**src/rtl/sscre_pkg.sv**
```systemverilog
package sscre_pkg;

	localparam int MAX_TRANSFER_BYTES_DEF = 4096;
	localparam int LIMIT_W = 17;
	localparam int LEN_IN_W = 13;
	localparam int TX_BYTES = 6;
	localparam int BATCH_CNT_W = 3;

	localparam logic [LIMIT_W-1:0] RESP_LIMIT_RESET = 17'd256;
	localparam logic [LIMIT_W-1:0] BLOCK_LIMIT_RESET = 17'd65536;

	// configuration register indexes
	localparam logic REG_RESP_LIMIT = 1'b0;
	localparam logic REG_BLOCK_LIMIT = 1'b1;

	localparam logic [7:0] CMD_LIMIT = 8'd64;
	localparam logic [7:0] CMD_GO_IDLE = 8'd0;
	localparam logic [7:0] CMD_IF_COND = 8'd8;
	localparam logic [7:0] CMD_START_BITS = 8'h40;
	localparam logic [7:0] CRC_CMD0 = 8'h95;
	localparam logic [7:0] CRC_CMD8 = 8'h87;
	localparam logic [7:0] CRC_OTHER = 8'h01;
	localparam logic [7:0] TOKEN_START = 8'hFE;
	localparam logic [7:0] IDLE_BYTE = 8'hFF;

	localparam logic ACT_COMMAND = 1'b0;
	localparam logic ACT_RX_BYTE = 1'b1;

	typedef enum logic [2:0] {
		PH_IDLE,
		PH_R1,
		PH_RESP,
		PH_TOKEN,
		PH_PAYLOAD,
		PH_CRC,
		PH_TRAIL
	} phase_t;

	typedef enum logic [2:0] {
		ST_OK      = 3'd0,
		ST_ILLEGAL = 3'd1,
		ST_LINK    = 3'd2,
		ST_TIMEOUT = 3'd3,
		ST_RESP    = 3'd4,
		ST_TOKEN   = 3'd5
	} status_t;

	typedef enum logic [1:0] {
		KIND_TX     = 2'd0,
		KIND_DATA   = 2'd1,
		KIND_STATUS = 2'd2
	} kind_t;

	typedef struct packed {
		logic                action;
		logic [7:0]          cmd_index;
		logic [31:0]         argument;
		logic                block_read;
		logic [LEN_IN_W-1:0] length;
		logic [7:0]          rx_byte;
		logic                rx_error;
	} item_t;

	// results produced by one transaction, first one in bytes[0]
	typedef struct packed {
		logic [BATCH_CNT_W-1:0]    count;
		kind_t                     kind;
		status_t                   status;
		logic [TX_BYTES-1:0][7:0]  bytes;
	} batch_t;

endpackage

```
**src/rtl/sd_spi_command_response_engine_top.sv**
```systemverilog
// A transaction is held in the input register until the output serializer is free; its
// results are then loaded into the output register and presented from there.
// Throughput: one received byte per cycle while the output is not stalled; a command occupies
// the output register until all six transmit bytes have left, set by the single-result output port.
// Reset: arst_n clears the parser to idle and sets the poll limits to 256 and 65536.
module sd_spi_command_response_engine_top #(
	parameter int MAX_TRANSFER_BYTES = sscre_pkg::MAX_TRANSFER_BYTES_DEF
) (
	input  logic                          clk,
	input  logic                          arst_n,
	input  logic                          cfg_we,
	input  logic                          cfg_index,
	input  logic [sscre_pkg::LIMIT_W-1:0] cfg_data,
	input  logic                          in_valid,
	output logic                          in_ready,
	input  logic                          action,
	input  logic [7:0]                    cmd_index,
	input  logic [31:0]                   argument,
	input  logic                          block_read,
	input  logic [sscre_pkg::LEN_IN_W-1:0] length,
	input  logic [7:0]                    rx_byte,
	input  logic                          rx_error,
	output logic                          out_valid,
	input  logic                          out_ready,
	output logic [1:0]                    out_kind,
	output logic [7:0]                    out_byte,
	output logic [2:0]                    status,
	output logic                          last
);
	import sscre_pkg::*;

	logic               valid_s1;
	item_t              item_s1;
	logic [LIMIT_W-1:0] resp_limit_q;
	logic [LIMIT_W-1:0] block_limit_q;
	logic               ser_free;
	logic               take;
	batch_t             batch;

	assign take     = valid_s1 && ser_free;
	assign in_ready = !valid_s1 || take;

	always_ff @(posedge clk or negedge arst_n) begin
		if (!arst_n) begin
			resp_limit_q  <= RESP_LIMIT_RESET;
			block_limit_q <= BLOCK_LIMIT_RESET;
		end else if (cfg_we) begin
			unique case (cfg_index)
				REG_RESP_LIMIT:  resp_limit_q  <= cfg_data;
				REG_BLOCK_LIMIT: block_limit_q <= cfg_data;
				default:         resp_limit_q  <= resp_limit_q;
			endcase
		end
	end

	always_ff @(posedge clk or negedge arst_n) begin
		if (!arst_n)
			valid_s1 <= 1'b0;
		else if (in_ready)
			valid_s1 <= in_valid;
	end

	always_ff @(posedge clk) begin
		if (in_valid && in_ready) begin
			item_s1.action     <= action;
			item_s1.cmd_index  <= cmd_index;
			item_s1.argument   <= argument;
			item_s1.block_read <= block_read;
			item_s1.length     <= length;
			item_s1.rx_byte    <= rx_byte;
			item_s1.rx_error   <= rx_error;
		end
	end

	sscre_parser #(
		.MAX_TRANSFER_BYTES(MAX_TRANSFER_BYTES)
	) u_parser (
		.clk        (clk),
		.arst_n     (arst_n),
		.take       (take),
		.item       (item_s1),
		.resp_limit (resp_limit_q),
		.block_limit(block_limit_q),
		.batch      (batch)
	);

	sscre_out_ser u_out_ser (
		.clk      (clk),
		.arst_n   (arst_n),
		.load     (take),
		.batch    (batch),
		.free     (ser_free),
		.out_valid(out_valid),
		.out_ready(out_ready),
		.out_kind (out_kind),
		.out_byte (out_byte),
		.status   (status),
		.last     (last)
	);

	// a completion status always ends its transaction's run
	a_status_last: assert property (@(posedge clk) disable iff (!arst_n)
		out_valid && out_kind == KIND_STATUS |-> last)
		else $error("status result not marked last");

	// non-status results carry a zero status
	a_status_zero: assert property (@(posedge clk) disable iff (!arst_n)
		out_valid && out_kind != KIND_STATUS |-> status == ST_OK)
		else $error("nonzero status on byte result");

	// a run that is not finished keeps the output valid
	a_run_continues: assert property (@(posedge clk) disable iff (!arst_n)
		out_valid && out_ready && !last |=> out_valid)
		else $error("result run broken off");

	// the input is always ready while the input register is empty
	a_ready_when_empty: assert property (@(posedge clk) disable iff (!arst_n)
		!valid_s1 |-> in_ready)
		else $error("input stalled while input register empty");

endmodule

```
**src/rtl/sscre_parser.sv**
```systemverilog
module sscre_parser #(
	parameter int MAX_TRANSFER_BYTES = sscre_pkg::MAX_TRANSFER_BYTES_DEF
) (
	input  logic                          clk,
	input  logic                          arst_n,
	input  logic                          take,
	input  sscre_pkg::item_t              item,
	input  logic [sscre_pkg::LIMIT_W-1:0] resp_limit,
	input  logic [sscre_pkg::LIMIT_W-1:0] block_limit,
	output sscre_pkg::batch_t             batch
);
	import sscre_pkg::*;

	localparam int LEN_W = $clog2(MAX_TRANSFER_BYTES + 1);
	localparam int CNT_W = (LEN_W < 2) ? 2 : LEN_W;

	phase_t             phase_q, phase_d;
	logic [LIMIT_W-1:0] poll_q, poll_d;
	logic [CNT_W-1:0]   bcnt_q, bcnt_d;
	logic               mode_blk_q, mode_blk_d;
	logic [CNT_W-1:0]   want_q, want_d;
	status_t            pend_q, pend_d;

	logic [LIMIT_W-1:0] poll_inc;
	logic [LIMIT_W-1:0] r1_limit;
	logic [CNT_W-1:0]   bcnt_inc;
	logic               cmd_bad;
	logic [7:0]         crc_byte;

	assign poll_inc = poll_q + LIMIT_W'(1);
	assign bcnt_inc = bcnt_q + CNT_W'(1);
	assign r1_limit = mode_blk_q ? block_limit : resp_limit;
	assign cmd_bad  = (item.cmd_index >= CMD_LIMIT);
	assign crc_byte = (item.cmd_index == CMD_GO_IDLE) ? CRC_CMD0 :
		(item.cmd_index == CMD_IF_COND) ? CRC_CMD8 : CRC_OTHER;

	// next state
	always_comb begin
		phase_d    = phase_q;
		poll_d     = poll_q;
		bcnt_d     = bcnt_q;
		mode_blk_d = mode_blk_q;
		want_d     = want_q;
		pend_d     = pend_q;
		if (item.action == ACT_COMMAND) begin
			if (cmd_bad) begin
				phase_d = PH_IDLE;
			end else begin
				phase_d    = PH_R1;
				poll_d     = '0;
				bcnt_d     = '0;
				mode_blk_d = item.block_read;
				pend_d     = ST_OK;
				if (32'(item.length) > 32'(MAX_TRANSFER_BYTES))
					want_d = CNT_W'(MAX_TRANSFER_BYTES);
				else
					want_d = CNT_W'(item.length);
			end
		end else begin
			unique case (phase_q)
				PH_R1: begin
					poll_d = poll_inc;
					if (item.rx_error) begin
						phase_d = PH_TRAIL;
						pend_d  = ST_LINK;
					end else if (poll_inc >= r1_limit) begin
						phase_d = PH_TRAIL;
						pend_d  = ST_TIMEOUT;
					end else if (!item.rx_byte[7]) begin
						if (mode_blk_q) begin
							if (item.rx_byte == 8'h00) begin
								phase_d = PH_TOKEN;
								poll_d  = '0;
							end else begin
								phase_d = PH_TRAIL;
								pend_d  = ST_RESP;
							end
						end else if (item.rx_byte == 8'h00 || item.rx_byte == 8'h01) begin
							if (want_q > CNT_W'(1)) begin
								bcnt_d  = CNT_W'(1);
								phase_d = PH_RESP;
							end else begin
								phase_d = PH_TRAIL;
								pend_d  = ST_OK;
							end
						end else begin
							phase_d = PH_TRAIL;
							pend_d  = ST_RESP;
						end
					end
				end
				PH_RESP: begin
					bcnt_d = bcnt_inc;
					if (bcnt_inc >= want_q) begin
						phase_d = PH_TRAIL;
						pend_d  = ST_OK;
					end
				end
				PH_TOKEN: begin
					poll_d = poll_inc;
					if (item.rx_error) begin
						phase_d = PH_TRAIL;
						pend_d  = ST_LINK;
					end else if (poll_inc >= block_limit) begin
						phase_d = PH_TRAIL;
						pend_d  = ST_TIMEOUT;
					end else if (item.rx_byte == TOKEN_START) begin
						bcnt_d  = '0;
						phase_d = (want_q == '0) ? PH_CRC : PH_PAYLOAD;
					end else if (item.rx_byte != IDLE_BYTE) begin
						phase_d = PH_TRAIL;
						pend_d  = ST_TOKEN;
					end
				end
				PH_PAYLOAD: begin
					bcnt_d = bcnt_inc;
					if (bcnt_inc >= want_q) begin
						bcnt_d  = '0;
						phase_d = PH_CRC;
					end
				end
				PH_CRC: begin
					bcnt_d = bcnt_inc;
					if (bcnt_inc >= CNT_W'(2)) begin
						phase_d = PH_TRAIL;
						pend_d  = ST_OK;
					end
				end
				PH_TRAIL: phase_d = PH_IDLE;
				default:  phase_d = PH_IDLE;
			endcase
		end
	end

	// results of this transaction
	always_comb begin
		batch        = '0;
		batch.kind   = KIND_TX;
		batch.status = ST_OK;
		if (item.action == ACT_COMMAND) begin
			if (cmd_bad) begin
				batch.count  = BATCH_CNT_W'(1);
				batch.kind   = KIND_STATUS;
				batch.status = ST_ILLEGAL;
			end else begin
				batch.count    = BATCH_CNT_W'(TX_BYTES);
				batch.bytes[0] = item.cmd_index | CMD_START_BITS;
				batch.bytes[1] = item.argument[31:24];
				batch.bytes[2] = item.argument[23:16];
				batch.bytes[3] = item.argument[15:8];
				batch.bytes[4] = item.argument[7:0];
				batch.bytes[5] = crc_byte;
			end
		end else begin
			unique case (phase_q)
				PH_R1: begin
					// R1 goes out in response mode even when rejected
					if (!item.rx_error && !(poll_inc >= r1_limit) && !item.rx_byte[7]
							&& !mode_blk_q) begin
						batch.count    = BATCH_CNT_W'(1);
						batch.kind     = KIND_DATA;
						batch.bytes[0] = item.rx_byte;
					end
				end
				PH_RESP, PH_PAYLOAD: begin
					batch.count    = BATCH_CNT_W'(1);
					batch.kind     = KIND_DATA;
					batch.bytes[0] = item.rx_byte;
				end
				PH_TRAIL: begin
					batch.count  = BATCH_CNT_W'(1);
					batch.kind   = KIND_STATUS;
					batch.status = pend_q;
				end
				default: batch.count = '0;
			endcase
		end
	end

	always_ff @(posedge clk or negedge arst_n) begin
		if (!arst_n) begin
			phase_q    <= PH_IDLE;
			poll_q     <= '0;
			bcnt_q     <= '0;
			mode_blk_q <= 1'b0;
			want_q     <= '0;
			pend_q     <= ST_OK;
		end else if (take) begin
			phase_q    <= phase_d;
			poll_q     <= poll_d;
			bcnt_q     <= bcnt_d;
			mode_blk_q <= mode_blk_d;
			want_q     <= want_d;
			pend_q     <= pend_d;
		end
	end

endmodule

```
**src/rtl/sscre_out_ser.sv**
```systemverilog
module sscre_out_ser (
	input  logic                clk,
	input  logic                arst_n,
	input  logic                load,
	input  sscre_pkg::batch_t   batch,
	output logic                free,
	output logic                out_valid,
	input  logic                out_ready,
	output logic [1:0]          out_kind,
	output logic [7:0]          out_byte,
	output logic [2:0]          status,
	output logic                last
);
	import sscre_pkg::*;

	logic                     busy_q;
	logic [BATCH_CNT_W-1:0]   cnt_q;
	kind_t                    kind_q;
	status_t                  status_q;
	logic [TX_BYTES-1:0][7:0] bytes_q;
	logic                     fire;

	assign out_valid = busy_q;
	assign last      = (cnt_q == BATCH_CNT_W'(1));
	assign out_kind  = kind_q;
	assign out_byte  = bytes_q[0];
	assign status    = status_q;
	assign fire      = busy_q && out_ready;
	// free now, or the final result of the batch leaves this cycle
	assign free      = !busy_q || (fire && last);

	always_ff @(posedge clk or negedge arst_n) begin
		if (!arst_n) begin
			busy_q <= 1'b0;
			cnt_q  <= '0;
		end else if (load) begin
			busy_q <= (batch.count != '0);
			cnt_q  <= batch.count;
		end else if (fire) begin
			cnt_q <= cnt_q - BATCH_CNT_W'(1);
			if (last)
				busy_q <= 1'b0;
		end
	end

	always_ff @(posedge clk) begin
		if (load) begin
			kind_q   <= batch.kind;
			status_q <= batch.status;
			bytes_q  <= batch.bytes;
		end else if (fire) begin
			bytes_q <= {8'h00, bytes_q[TX_BYTES-1:1]};
		end
	end

endmodule

```
**config.mk**
```make
export PLATFORM = sky130hd
export DESIGN_NAME = sd_spi_command_response_engine_top
export DESIGN_NICKNAME = d
export VERILOG_FILES = /design/src/rtl/sscre_pkg.sv /design/src/rtl/sd_spi_command_response_engine_top.sv /design/src/rtl/sscre_parser.sv /design/src/rtl/sscre_out_ser.sv
export SDC_FILE = /design/constraint.sdc
export NUM_CORES = 1
export LEC_CHECK = 0
export ABC_AREA = 0
export BUFFER_PORTS_ARGS = -buffer_cell sky130_fd_sc_hd__buf_4
export CORE_UTILIZATION = 50
export DETAILED_ROUTE_END_ITERATION = 6
export GPL_TIMING_DRIVEN = 1
export PLACE_DENSITY = 0.69
export REMOVE_ABC_BUFFERS = 1
export SYNTH_ARGS = -nofsm -noshare
export SYNTH_HDL_FRONTEND = slang
export SYNTH_SLANG_ARGS = --single-unit
export TNS_END_PERCENT = 30
```
**constraint.sdc**
```tcl
create_clock -name clk -period 4.92 [get_ports clk]
set_input_delay 0.492 -clock clk [delete_from_list [all_inputs] [get_ports clk]]
set_output_delay 0.492 -clock clk [all_outputs]
set_load 0.01 [all_outputs]
```
* Word level (Yosys, flattened, before mapping)
Cells that the tools add are included.
** Storage, ports and cells
- Register bits :: 206
- Latch bits :: 0
- Bits in writable memories :: 0
- Bits in read-only memories :: 0
- Input port bits :: 87
- Output and inout bits :: 16
- Logic and storage cells :: 183
- Memories kept :: 0
** Cells by class
- Add/sub/neg operators :: 3
- Multipliers :: 0
- Div/mod/pow operators :: 0
- Order comparisons :: 7
- Equal/unequal tests :: 33
- Shift-type cells :: 0
- Muxes and demuxes :: 78
- Bitwise logic cells :: 3
- Reduce and logical (&&, ||, !) cells :: 33
** Operators with widths (count)
- $mux 13 :: 13
- $mux 48 :: 3
- $mux 17 :: 8
- $mux 3 :: 35
- $pmux 13 s4 :: 1
- $mux 40 :: 1
- $mux 8 :: 5
- $ge 17x17->1 :: 2
- $pmux 17 s2 :: 1
- $ne 3x2->1 const B :: 6
- $ne 3x3->1 const B :: 6
- $add 17x1->17 const B :: 1
- $logic_not 8->1 :: 2
- $pmux 8 s2 :: 1
- $pmux 3 s5 :: 1
- $add 13x1->13 const B :: 1
- $ge 13x13->1 :: 1
- $ge 13x2->1 const B :: 1
- $gt 13x1->1 const B :: 1
- $gt 13x13->1 const B :: 1
- $logic_not 13->1 :: 1
- $pmux 3 s4 :: 1
- $reduce_and 12->1 :: 1
- $ne 5x4->1 const B :: 2
- other kinds (33) :: 61

* Logic depth before layout (Yosys ltp)
Gate-level depths: netlist of the first run.
- Word-level depth :: 11
- Depth in mapped cells :: 16

* Modules after synthesis
Synthesis of the first run repeated with hierarchy kept, for this count alone.
** Unflattened totals
- Cells, all modules :: 863
- Area total of the unflattened synthesis :: 10812.9 µm²
** By module, submodules not included
- sscre_parser :: times used 1, cells each 583, area an instance 4978.5 µm²
- sd_spi_command_response_engine_top :: times used 1, cells each 142, area an instance 3300.7 µm²
- sscre_out_ser :: times used 1, cells each 138, area an instance 2533.7 µm²

* Least setup slack after synthesis of the first run
No wires, ideal clock.
- Path kind :: reg-to-reg
- Start point :: register u_parser.poll_q[2]
- End point :: register u_parser.pend_q[0]
- Setup time :: 0.128 ns
- Arrival :: 3.507 ns
- Setup slack :: 1.285 ns
- Stages on the path, launching flop included :: 17
- Clock period less this slack :: 3.635 ns
- Cell sequence :: dfrtp_1 -> and3_1 -> and3_1 -> nand3_1 -> nor2_1 -> and3_1 -> nand3_1 -> xnor2_1 -> ha_1 -> nand4_1 -> a211oi_1 -> o2111ai_1 -> o21ai_1 -> o31ai_1 -> a211o_1 -> nor3_4 -> mux2_1
** Between the ends
- Word-level cells in the longest chain between the ends :: 6
- Elaborated cells between the ends (all ways) :: 15
- Classes of those cells :: 1 x add/sub; 2 x order compare; 5 x eq/ne; 6 x mux; 1 x reduce/logical
** Ends and longest elaborated chain
- from (decl) :: line sscre_parser.sv:18 : logic [LIMIT_W-1:0] poll_q, poll_d;
- from (signal assigned) :: line sscre_parser.sv:190 : poll_q <= poll_d;
- $add 17x1->17 * :: line sscre_parser.sv:30 : assign poll_inc = poll_q + LIMIT_W'(1);
- $ge 17x17->1 (on tied branches) :: line sscre_parser.sv:104, sscre_parser.sv:66
- $mux 3 (on tied branches) :: line sscre_parser.sv:104, sscre_parser.sv:66
- $mux 3 (on tied branches) :: line sscre_parser.sv:101, sscre_parser.sv:63
- $pmux 3 s4 :: line sscre_parser.sv:60 : unique case (phase_q)
- $mux 3 :: line sscre_parser.sv:45 : if (item.action == ACT_COMMAND) begin
- to (signal assigned) :: line sscre_parser.sv:194 : pend_q <= pend_d;
- to (decl) :: line sscre_parser.sv:22 : status_t pend_q, pend_d;
Every way passes the cells marked *; elsewhere a longest branch is shown, timed or not.
A chain may end at the register's enable or synchronous reset.

* Worst setup path in the final report of the first run
- Start point :: register u_parser.poll_q[0]
- End point :: register u_parser.pend_q[1]
Same word-level chain as after synthesis.

==> flow_metrics.tcl, run 1 <==
set metrics [dict create \
    cts_num_sinks 202 \
    fp.dieH_um 144 \
    clk_pin_slew_worst_paths_ns 0.06 \
    p_leak_nw 5.06 \
    arrival_ns 4.59 \
    htreeDepth 1 \
    rrSetupSlack_ns 0.73 \
    die_width_um 144 \
    wire_per_inst_um 17.3 \
    start_util_pct 51.2 \
    dp_hpwl_um 15200 \
    post-route-drc-count 0 \
    grt_max_degree 57 \
    core_area_um2 19600 \
    yosysWarningCount 0 \
    min_period_ns 4.19 \
    diodes 0 \
    tns_ns 0 \
    vias_per_cell 5.62 \
    synth.cell_area_um2 10000 \
    status "finished clean" \
    slew_viol_final 0 \
    cts_tree "built" \
    cts_buffers 23 \
    cts_setup_buffers 0 \
    whs_ns 0.156 \
    nets 1116 \
    ys_types 68 \
    io_pins 103 \
    port_buffers 102 \
    dr_total_vias 7076 \
    hold_viol_final 0 \
    setup_violations 0 \
    rows 51 \
    power_density_nw_per_um2 499 \
    synth-seq-area-share_pct 56.1 \
    rsz0062_at_grt "no" \
    dr.first_iter.drc_count 506 \
    grt_pass1_wl_um 35400 \
    hold_class "input port to flop" \
    antenna_found_initial 0 \
    ys_seq_elements 202 \
    avgSynthCellArea_um2 11.3 \
    synthCells 885 \
    finClkSkew_ns 0.00678 \
    maxCapViolCount 0 \
    synthArstFlopShare_pct 44.1 \
    p_total_mw 5.89 \
    die_area_um2 20600 \
    wl_um 21800 \
    final_util_pct 60.2 \
    synth_edf_count 113 \
    postRouteAntennaNets 0 \
    start_kind "flop" \
    max_freq_ghz 0.238 \
    grt_pass1_vias 6862 \
    gp_congestion 0.874 \
    post-route-period-util_pct 85.2 \
    track_usage_pct 22.0 \
    cp_max_fo 8 \
    root_buffer "clkbuf_16" \
    end_kind "flop" \
    clock_latency_ns 0.51 \
    max-clock-path-buffers 3 \
    drive_gt1_share_pct 19.8 \
    slew_headroom_pct 34.0 \
    firstDrtPassIters 5 \
    peakVddDrop_mv 0.477 \
    grt_overflow 0 \
    area_growth_syn_to_layout_pct 17.6 \
    tightest_slew_ns 0.990 \
    required_ns 5.31 \
    crit_type "flop to flop" \
    synth_flop_cell "edfxtp_1" \
]
[flip-flops by register name, indices dropped and copies added (netlist names), 8 cells and up]
signal	cells
resp_limit_q	17
u_out_ser.bytes_q	36
u_parser.want_q	13
u_out_ser.out_byte	8
u_parser.poll_q	17
item_s1	64
u_parser.bcnt_q	13
block_limit_q	17
[critical path, cell delays in order (launching register included)]
cell	delay (ns)
dfrtp_1	0.46
ha_1	0.29
nand3_1	0.22
nor2b_1	0.28
nand4_1	0.25
nor2_1	0.20
xor2_1	0.28
ha_1	0.19
nand4_1	0.14
a211oi_1	0.21
o2111ai_1	0.19
o21ai_1	0.26
o31ai_1	0.12
a211o_1	0.38
nor3_4	0.27
mux2_1	0.34
[synthesized netlist by cell type, drive strengths merged, types with 6 or more instances]
library cell | number | area, um^2
xnor2 | 21 | 184
edfxtp | 113 | 3390
xor2 | 6 | 52.6
a22o | 21 | 184
o31ai | 6 | 45.0
nand3b | 6 | 45.0
a211oi | 8 | 60.1
a21oi | 22 | 110
o211ai | 6 | 45.0
o21ai | 54 | 274
and3 | 14 | 87.6
ha | 52 | 651
nand2 | 123 | 462
nor3 | 12 | 71.3
nor4 | 15 | 93.8
mux2i | 18 | 180
or3 | 6 | 37.5
dfrtp | 87 | 2180
clkbuf | 24 | 90.1
mux2 | 38 | 428
nand4 | 13 | 81.3
and2 | 6 | 37.5
nor2 | 31 | 116
buf | 20 | 111
inv | 46 | 173
nand3 | 53 | 265
a22oi | 7 | 52.6
[what timing repair did]
action / 4_1_cts / 5_1_grt
hold endpoints to repair: 33 / 0
resized for setup: 0 / 0
hold buffers: 1 / 0
[layout by cell type, fill, tap and decap left out, drive strengths merged, types with 5 or more instances in the layout]
cell,Yosys,layout
nand2,123,123
edfxtp,113,113
buf,20,110
dfrtp,87,87
o21ai,54,54
nand3,53,53
ha,52,52
inv,46,47
mux2,38,38
nor2,31,31
clkbuf,24,27
a21oi,22,22
xnor2,21,21
a22o,21,21
mux2i,18,18
nor4,15,15
and3,14,14
nand4,13,13
nor3,12,12
clkinv,1,11
a211oi,8,8
a22oi,7,7
nand3b,6,6
xor2,6,6
o31ai,6,6
or3,6,6
o211ai,6,6
and2,6,6
nand2b,5,5
a21o,5,5
[power breakdown]
group | internal [mW] | total (mW) | switching, mW
clock | 1.09 | 1.77 | 0.685
sequential | 2.35 | 2.65 | 0.305
combinational | 0.565 | 1.46 | 0.895
[layout make-up]
| type | instances | area, um^2 |
|---|---|---|
| timing repair buffer | 111 | 836 |
| inverter | 47 | 176 |
| clock buffer | 27 | 601 |
| sequential | 202 | 5620 |
| multi-input combinational | 592 | 4030 |
| fill | 1609 | 7800 |
| clock inverter | 15 | 189 |
| tap | 265 | 332 |
[worst paths after layout]
check                              startpoint             endpoint  cells after the start
max                        u_parser.poll_q[0]   u_parser.pend_q[1]                     15
min                              argument[13]          item_s1[36]                      1
max reg2reg                u_parser.poll_q[0]   u_parser.pend_q[1]                     15
min reg2reg                       item_s1[22]  u_parser.mode_blk_q                      2
max in group asynchronous              arst_n   u_parser.poll_q[0]                      3
min in group asynchronous              arst_n      resp_limit_q[4]                      2
[layer usage]
| layer | GRT usage [%] | part of all wire, % | wire (um) | vias up |
|---|---|---|---|---|
| met5 | 0 | 0 | 0 | - |
| met4 | 5.43 | 1.7 | 376 | 0 |
| met3 | 3.93 | 5.3 | 1150 | 29 |
| met2 | 34.8 | 47 | 10200 | 191 |
| met1 | 31.2 | 46 | 10000 | 3426 |
| li1 | - | - | - | 3430 |
[cells by family after synthesis]
kind of cell    count (synthesis)  share of synthesized area [%]
fa+ha+maj                      52                           6.49
compound gates                156                           10.6
xor+xnor                       27                           2.36
buf+inv                        91                           3.77
flops                         202                           56.1
mux                            56                           6.07
simple gates                  301                           14.6
[per-stage QoR]
step | instances | instance area [um^2] | setup slack [ns]
detailed placement | 1216 | 11000 | 0.792
finish | 1259 | 11800 | 0.727
global route | 1259 | 11800 | 0.288
CTS | 1259 | 11800 | 0.765
floorplan | 841 | 9820 | 1.20
global placement | 1216 | 11000 | 0.836
(Power assumes the default switching activity.)
==> inputs of run 2 (changes only) <==
Settings changed: BUFFER_PORTS_ARGS -buffer_cell sky130_fd_sc_hd__buf_4 to unset, CAP_MARGIN set to 20, DONT_BUFFER_PORTS set to 1, PLACE_DENSITY 0.69 to unset.
==> flow_metrics.tcl, run 2 (same netlist as run 1, synthesis figures left out) <==
set metrics [dict create \
    slew_headroom_pct 43.0 \
    slowest_delay_ns 0.47 \
    vias_per_cell 5.77 \
    required_ns 5.28 \
    largest_reg_flops 64 \
    tns_ns 0 \
    cts_buffers 23 \
    finClkSkew_ns 0.0151 \
    root_buffer "clkbuf_16" \
    rows 51 \
    hold_class "input port to flop" \
    rsz0062_at_grt "no" \
    nets 1015 \
    min_period_ns 4.30 \
    die_width_um 144 \
    clock_latency_ns 0.52 \
    area_growth_syn_to_layout_pct 9.77 \
    wl_um 21300 \
    grt_pass1_wl_um 34200 \
    mostFrequentLayoutCell "nand2_1" \
    cpMaxStageDelayCell "o31ai_1" \
    dr.first_iter.drc_count 286 \
    crit_chain "ha_1 -> nand3_1 -> nor2b_1 -> nand2_1 -> xnor2_1 -> ha_1 -> a211oi_1 -> nor2_1 -> o31ai_1 -> o2111ai_1 -> nor3_1 -> a41o_1 -> a22oi_1 -> o21ai_1" \
    cp_max_fo 8 \
    dp_hpwl_um 15000 \
    start_kind "flop" \
    die_area_um2 20600 \
    finalNonFillerCells 1158 \
    reg.largest.list "item_s1 (64), u_out_ser.bytes_q (36)" \
    postRouteAntennaNets 0 \
    drive_gt1_share_pct 10.5 \
    fillers 1641 \
    max-clock-path-buffers 3 \
    post-route-drc-count 0 \
    layout_common_cells "123 x nand2_1, 113 x edfxtp_1, 87 x dfrtp_1, 53 x nand3_1, 52 x ha_1" \
    grt_max_degree 90 \
    status "finished clean" \
    slew_viol_final 0 \
    fp.dieH_um 144 \
    grt_overflow 0 \
    peakVddDrop_mv 0.582 \
    wire_per_inst_um 18.4 \
    htreeDepth 1 \
    dr_total_vias 6681 \
    crit_path_frequent_cell "ha_1" \
    arrival_ns 4.67 \
    gp_congestion 0.837 \
    end_kind "flop" \
    max_freq_ghz 0.232 \
    cts_setup_buffers 0 \
    placed_cell_area_um2 10200 \
    cts_tree "built" \
    top_register "item_s1" \
    maxCapViolCount 0 \
    io_pins 103 \
    crit_buf_inv 0 \
    core_area_um2 19600 \
    post-route-period-util_pct 87.5 \
    p_leak_nw 4.56 \
    start_util_pct 51.2 \
    diodes 0 \
    power_density_nw_per_um2 511 \
    crit_type "flop to flop" \
    grt_pass1_vias 6626 \
    hold_viol_final 0 \
    design_area_um2 11000 \
    tightest_slew_ns 0.855 \
    clk_pin_slew_worst_paths_ns 0.06 \
    dpl.cell_count 1113 \
    firstDrtPassIters 4 \
    track_usage_pct 21.4 \
    setup_violations 0 \
    p_total_mw 5.63 \
    critical_path.top_delay_family "compound AO/OA/AOI/OAI gates" \
    antenna_found_initial 0 \
    port_buffers 0 \
    cts_num_sinks 202 \
]
-- run 2: final timing paths --
path | from | endpoint | slack [ns] | cells past startpoint
min reg2reg | item_s1[22] | u_parser.mode_blk_q | 0.45 | 2
min | argument[3] | item_s1[26] | 0.06 | 0
min in group asynchronous | arst_n | resp_limit_q[1] | 0.58 | 2
max in group asynchronous | arst_n | block_limit_q[16] | 3.96 | 2
max | u_parser.poll_q[0] | u_out_ser.out_byte[4] | 0.62 | 14
max reg2reg | u_parser.poll_q[0] | u_out_ser.out_byte[4] | 0.62 | 14
-- run 2: timing repair --
item | in CTS | in global routing
gates resized for setup | 0 | 0
endpoints found under the hold margin | 89 | 0
hold buffers | 2 | 0
-- run 2: metrics by stage --
stage	setup slack [ns]	hold WS, ns	utilization [%]
after CTS	0.610	0.0410	56.1
after global placement	0.709	0.199	52.1
after detailed placement	0.629	0.200	52.1
after floorplan	1.20	0.196	-
final	0.616	0.0598	56.2
after global routing	0.200	0.0411	56.2
-- run 2: layout make-up --
cell class,count,area (um^2),area share (%)
tap,265,332,3.01
clock buffer,26,587,5.33
inverter,47,176,1.60
timing repair buffer,10,110,1.00
clock inverter,16,146,1.33
multi-input combinational,592,4030,36.6
sequential,202,5620,51.1
-- run 2: power breakdown --
group	switching (mW)	internal (mW)	total [mW]
sequential	0.320	2.35	2.67
clock	0.684	0.969	1.65
combinational	0.841	0.463	1.30
-- run 2: routing by layer --
layer / global-route usage (%) / routed length [um] / vias to the layer above
li1: - / - / 3224
met1: 27.5 / 9170 / 3235
met2: 36.0 / 10400 / 182
met3: 4.20 / 1110 / 40
met4: 7.45 / 594 / 0
met5: 0 / 0 / -
